**config.mk**
```make
export PLATFORM = sky130hd
export DESIGN_NAME = vtpd_queue
export DESIGN_NICKNAME = d
export VERILOG_FILES = /design/src/rtl/core/vtpd_pkg.sv /design/src/rtl/core/vtpd_queue.sv
export SDC_FILE = /design/constraint.sdc
export NUM_CORES = 1
export LEC_CHECK = 0
export BUFFER_PORTS_ARGS = -buffer_cell sky130_fd_sc_hd__buf_2
export CAP_MARGIN = 0
export CORE_UTILIZATION = 50
export DETAILED_ROUTE_END_ITERATION = 6
export PLACE_DENSITY = 0.68
export SLEW_MARGIN = 20
export SYNTH_ARGS = -nofsm -noshare
export SYNTH_HDL_FRONTEND = slang
export SYNTH_SLANG_ARGS = --single-unit
```
**constraint.sdc**
```tcl
create_clock -name clk -period 3.24 [get_ports clk]
set_clock_uncertainty 0.15 [all_clocks]
set_input_delay 0.972 -clock clk [delete_from_list [all_inputs] [get_ports clk]]
set_output_delay 0.972 -clock clk [all_outputs]
set_load 0.02 [all_outputs]
```
**src/rtl/core/vtpd_pkg.sv**
```systemverilog
// Shared constants and types for the vertex transform block.
`timescale 1ns / 1ps
package vtpd_pkg;
    localparam int COORD_W       = 32;
    localparam int CFG_W         = 64;
    localparam int NUM_REGS      = 8;
    localparam int REG_AW        = $clog2(NUM_REGS);
    localparam int CFG_IDX_W     = 4;
    localparam int FRAC_BITS_DEF = 16;
    localparam int ZERO_BAND_DEF = 1;
    localparam int QUEUE_DEPTH   = 8;
    localparam int DIV_STEPS     = 2;
    localparam int DIV_STAGES    = COORD_W / DIV_STEPS;
    // exact sum of three 32x32 products plus headroom
    localparam int SUM_W         = 2 * COORD_W + 3;
    localparam int LANES         = 3;

    typedef logic [CFG_W-1:0] cfg_word_t;

    // identity matrix
    localparam cfg_word_t REG_RESET [NUM_REGS] = '{
        64'h0000_0000_0001_0000, 64'h0000_0000_0000_0000,
        64'h0001_0000_0000_0000, 64'h0000_0000_0000_0000,
        64'h0000_0000_0000_0000, 64'h0000_0000_0001_0000,
        64'h0000_0000_0000_0000, 64'h0001_0000_0000_0000
    };

    typedef struct packed {
        logic             divide;
        logic [LANES-1:0] neg;
    } vtpd_ctrl_t;
endpackage

```
**src/rtl/core/vtpd_queue.sv**
```systemverilog
// Small FIFO between the front and back halves.
`timescale 1ns / 1ps
module vtpd_queue import vtpd_pkg::*; #(
    parameter int WIDTH = 8,
    parameter int DEPTH = QUEUE_DEPTH
) (
    input  logic             clk,
    input  logic             rst_n,
    input  logic             push,
    input  logic [WIDTH-1:0] push_data,
    input  logic             pop,
    output logic             q_valid,
    output logic [WIDTH-1:0] q_data
);
    localparam int AW = (DEPTH > 1) ? $clog2(DEPTH) : 1;
    localparam int CW = $clog2(DEPTH + 1);

    logic [WIDTH-1:0] mem_reg [DEPTH];
    logic [AW-1:0]    wr_ptr_reg, wr_ptr_next;
    logic [AW-1:0]    rd_ptr_reg, rd_ptr_next;
    logic [CW-1:0]    count_reg, count_next;
    logic             do_pop;

    assign q_valid = count_reg != '0;
    assign q_data  = mem_reg[rd_ptr_reg];
    assign do_pop  = pop && q_valid;

    always_comb
    begin
        wr_ptr_next = wr_ptr_reg;
        rd_ptr_next = rd_ptr_reg;
        if (push)
        begin
            wr_ptr_next = (wr_ptr_reg == AW'(DEPTH - 1)) ? '0 : wr_ptr_reg + 1'b1;
        end
        if (do_pop)
        begin
            rd_ptr_next = (rd_ptr_reg == AW'(DEPTH - 1)) ? '0 : rd_ptr_reg + 1'b1;
        end
        count_next = count_reg + CW'(push) - CW'(do_pop);
    end

    always_ff @(posedge clk or negedge rst_n)
    begin
        if (!rst_n)
        begin
            wr_ptr_reg <= '0;
            rd_ptr_reg <= '0;
            count_reg  <= '0;
        end
        else
        begin
            wr_ptr_reg <= wr_ptr_next;
            rd_ptr_reg <= rd_ptr_next;
            count_reg  <= count_next;
        end
    end

    always_ff @(posedge clk)
    begin
        if (push)
        begin
            mem_reg[wr_ptr_reg] <= push_data;
        end
    end
endmodule

```
* Yosys cells after proc, flatten, opt, wreduce, memory -nomap -nowiden
Memory sizes are Yosys's and may differ from the RTL's.
Cells that the tools add are included.
** Word-level totals
- Flip-flop bits (word level) :: 10
- Latch bits :: 0
- Bits in writable memories :: 64
- ROM bits :: 0
- Input port bits :: 12
- Output and inout port bits :: 9
- Logic and storage cells :: 16
- Memories :: 1
** Cells by class
- Add/subtract/negate cells :: 4
- Multipliers :: 0
- Div/mod/pow operators :: 0
- Magnitude comparators :: 0
- Equal/unequal tests :: 2
- Shift operators :: 0
- Muxes and demuxes :: 4
- Bitwise operators :: 0
- Reductions and logical operators :: 2
** Memories
- mem_reg :: depth 8, bits a word 8, rd ports 1, clocked after memory_dff 0, write ports 1, RTL line vtpd_queue.sv:18 : logic [WIDTH-1:0] mem_reg [DEPTH];
** Operators by type and width (count)
- adder 3 x 1 -> 3 bit, second input constant :: 2
- equality test 3 bit, second input constant :: 2
- 2-to-1 mux 3 bit :: 2
- adder 4 x 1 -> 4 bit :: 1
- nonzero test 4 bit :: 1
- subtractor 4 x 1 -> 4 bit :: 1
- 2-to-1 mux 1 bit :: 2
- logical AND 1 bit :: 1

* Logic depth before layout (Yosys ltp)
- Depth in word-level cells :: 3
- Depth in mapped cells :: 11
- Depth with buffers taken out :: 11

* Worst setup path after synthesis
No wires, ideal clock.
- Path type :: register to output
- Start :: register rd_ptr_reg[0]
- End :: output q_data[0]
- Data arrival time :: 1.410 ns
- Data required time :: 2.118 ns
- Slack :: 0.708 ns
- Stages on the path, launching flop included :: 5
- Path buffers :: 2
- Cells stage by stage :: dfrtp_1 buf_6 buf_12 mux4_2 mux2_4
** On the way
- Word-level cells in the longest chain between the ends :: 1
** Ends and longest elaborated chain
- start, declared :: RTL line vtpd_queue.sv:20 : logic [AW-1:0] rd_ptr_reg, rd_ptr_next;
- start signal, assigned :: RTL line vtpd_queue.sv:54 : rd_ptr_reg <= rd_ptr_next;
- memory (8 x 8 bit)
- end, declared :: RTL line vtpd_queue.sv:13 : output logic [WIDTH-1:0] q_data
No other way between the ends.

* Worst setup path in the final report
- Start :: register rd_ptr_reg[0]
- End :: output q_data[4]
Same word-level chain as after synthesis.

==> impl_metrics.ini <==
[critical_path]
reg2regPathDepth = 10
critPathKind = reg2out
critical_path_arrival_ns = 1.96
startpoint_type = register
path_cells = buf_4 -> mux4_1 -> mux2_4 -> buf_2
end_kind = primary output
r2r_start = count_reg[2]$_DFF_PN0_
cpMaxStageDelayCell = mux4_1
max_stage_delay_ns = 0.59
r2r_setup_slack_ns = 0.67
cp.required_ns = 2.12
critPathBufInv = 2
crit_family = multiplexers
r2r_end = count_reg[2]$_DFF_PN0_
cp_max_fo = 13
crit_path_start = rd_ptr_reg[0]$_DFFE_PN0P_

[pwr]
vdd_drop_max_mv = 0.372
power_mw = 3.04
p_leak_nw = 1.30
cellPowerDensity_nw_per_um2 = 878

[yosys]
async_flop_share_pct = 13.5
synth_edf_count = 64
syn_nets = 172
synthFlopType = edfxtp_1
synthCells = 150
ys_seq_area_share_pct = 70.7
synth.avg_cell_area_um2 = 20.5
netlist-cell-type-count = 25
ys_ff_latch = 74
yosysWarnings = 0
synth_area_um2 = 3070

[floorplan]
die_width_um = 80.4
rows = 28
die_h_um = 80.4
die_area_um2 = 6460
start_util_pct = 51.9
io_pins = 21
core_um2 = 5920

[clock_tree]
clk_pin_slew_worst_paths_ns = 0.07
htree_levels = 3
hold_buffers = 0
cts_tree = yes
clkLatencyLatePin_ns = 0.33
cts_sinks = 74
clk_path_buf_depth = 2
postCtsResizedCells = 0
cts_setup_buffers = 0
numCtsBuffers = 9
root_buffer = clkbuf_8

[drt]
via_per_inst = 5.34
ant_nets = 0
wire_per_inst_um = 18.6
vias = 1420
drt-initial-drc-count = 102
wl_um = 4940
dr.pass1.iters = 4
drc_errors = 0

[grt]
grt_use_total_pct = 17.9
grt_pass1_vias = 1469
grt_pass1_wl_um = 7720
antenna_found_initial = 0
grt-ovfl-total = 0
grt_max_degree = 19

[placement]
dp.final_hpwl_um = 3280
pre_cts_ws_ns = 0.446
dp_cells = 250
place_area_um2 = 3300
place_congestion = 0.693
numPortBuffers = 20

[timing]
whs_ns = 0.342
fmax_mhz = 324
period_share_pct = 95.1
setup_slack_ns = 0.157
final-max-slew-violation-count = 0
tightest_slew_ns = 0.620
hold_viol = 0
rsz0062_at_grt = false
fin_crit_ns = 3.08
setup-violations-final = 0
tns_ns = 0
max_slew_margin_pct = 58.6

[final_layout]
antenna_cells = 0
largest_reg_flops = 64
layout.cells.non_filler = 266
drive_gt1_share_pct = 34.0
final_area_um2 = 3460
fill_cells = 453
syn2layout_area_growth_pct = 12.8
fin_nets = 208
fin_util_pct = 58.5

[status]
outcome = finished, final reports clean

[run]
maxCapViolCount = 0

[min_path]
hold_path_class = in2async
-- area by class of cell --
| class | instances | area, um2 | share of cell area, % |
|---|---|---|---|
| clock inverter | 3 | 16.3 | 0.470 |
| multi-input combinational | 63 | 825 | 23.8 |
| tap | 75 | 93.8 | 2.71 |
| inverter | 8 | 30.0 | 0.867 |
| clock buffer | 13 | 149 | 4.30 |
| timing repair buffer | 30 | 175 | 5.06 |
| sequential | 74 | 2170 | 62.8 |
-- worst max path at each step --
stage,end,cells after the start,slack (ns)
after CTS,q_data[3],3,0.07
after floorplan,q_data[0],4,0.71
final,q_data[4],4,0.16
after detailed placement,q_data[3],3,0.45
after global placement,q_data[7],3,0.48
after global routing,q_data[4],4,0.06
-- synthesized netlist by cell type, types with 2 or more instances --
cell | n | area (um2)
mux2_4 | 8 | 120
inv_1 | 8 | 30.0
dfrtp_1 | 10 | 250
nand2_1 | 4 | 15.0
nor3_1 | 2 | 10.0
nand2b_1 | 2 | 12.5
mux4_1 | 8 | 210
mux4_2 | 8 | 180
nor2_1 | 8 | 30.0
mux2_2 | 5 | 56.3
edfxtp_1 | 64 | 1920
ha_1 | 9 | 113
xor2_1 | 2 | 17.5
-- report_power, final --
group / internal (mW) / switching [mW]
clock network: 0.296 / 0.305
registers: 1.23 / 0.143
logic: 0.570 / 0.498
total: 2.09 / 0.947
-- placed cells by master, fill, tap and decap left out, types with 2 or more instances in the layout --
master / n
mux2_2: 5
buf_2: 20
nand2_1: 4
dfrtp_1: 9
nor2_1: 8
mux4_2: 8
buf_4: 10
edfxtp_1: 64
clkbuf_8: 10
mux2_4: 8
inv_1: 8
nor3_1: 2
mux4_1: 8
ha_1: 9
clkbuf_1: 3
xor2_1: 2
nand2b_1: 2
-- cells by family (layout without fill, tap and decap cells) --
logic type               count (synthesis)  after routing  share of synthesized area [%]
adder cells (fa/ha/maj)                 10             10                           4.32
XOR/XNOR                                 2              2                          0.571
AND/OR/NAND/NOR                         19             19                           2.93
multiplexers                            29             29                           18.5
AO/OA/AOI/OAI                            3              3                          0.570
flip-flops                              74             74                           70.7
buffers and inverters                   13             54                           2.40
-- layer usage --
metal	wire [um]	global-route usage (%)	vias to the layer above
li1	-	-	664
met1	2280	23.6	728
met2	2450	27.7	23
met3	140	5.80	5
met4	69	6.96	0
met5	0	0	-
No activity file was read; power rests on OpenSTA's default activity.
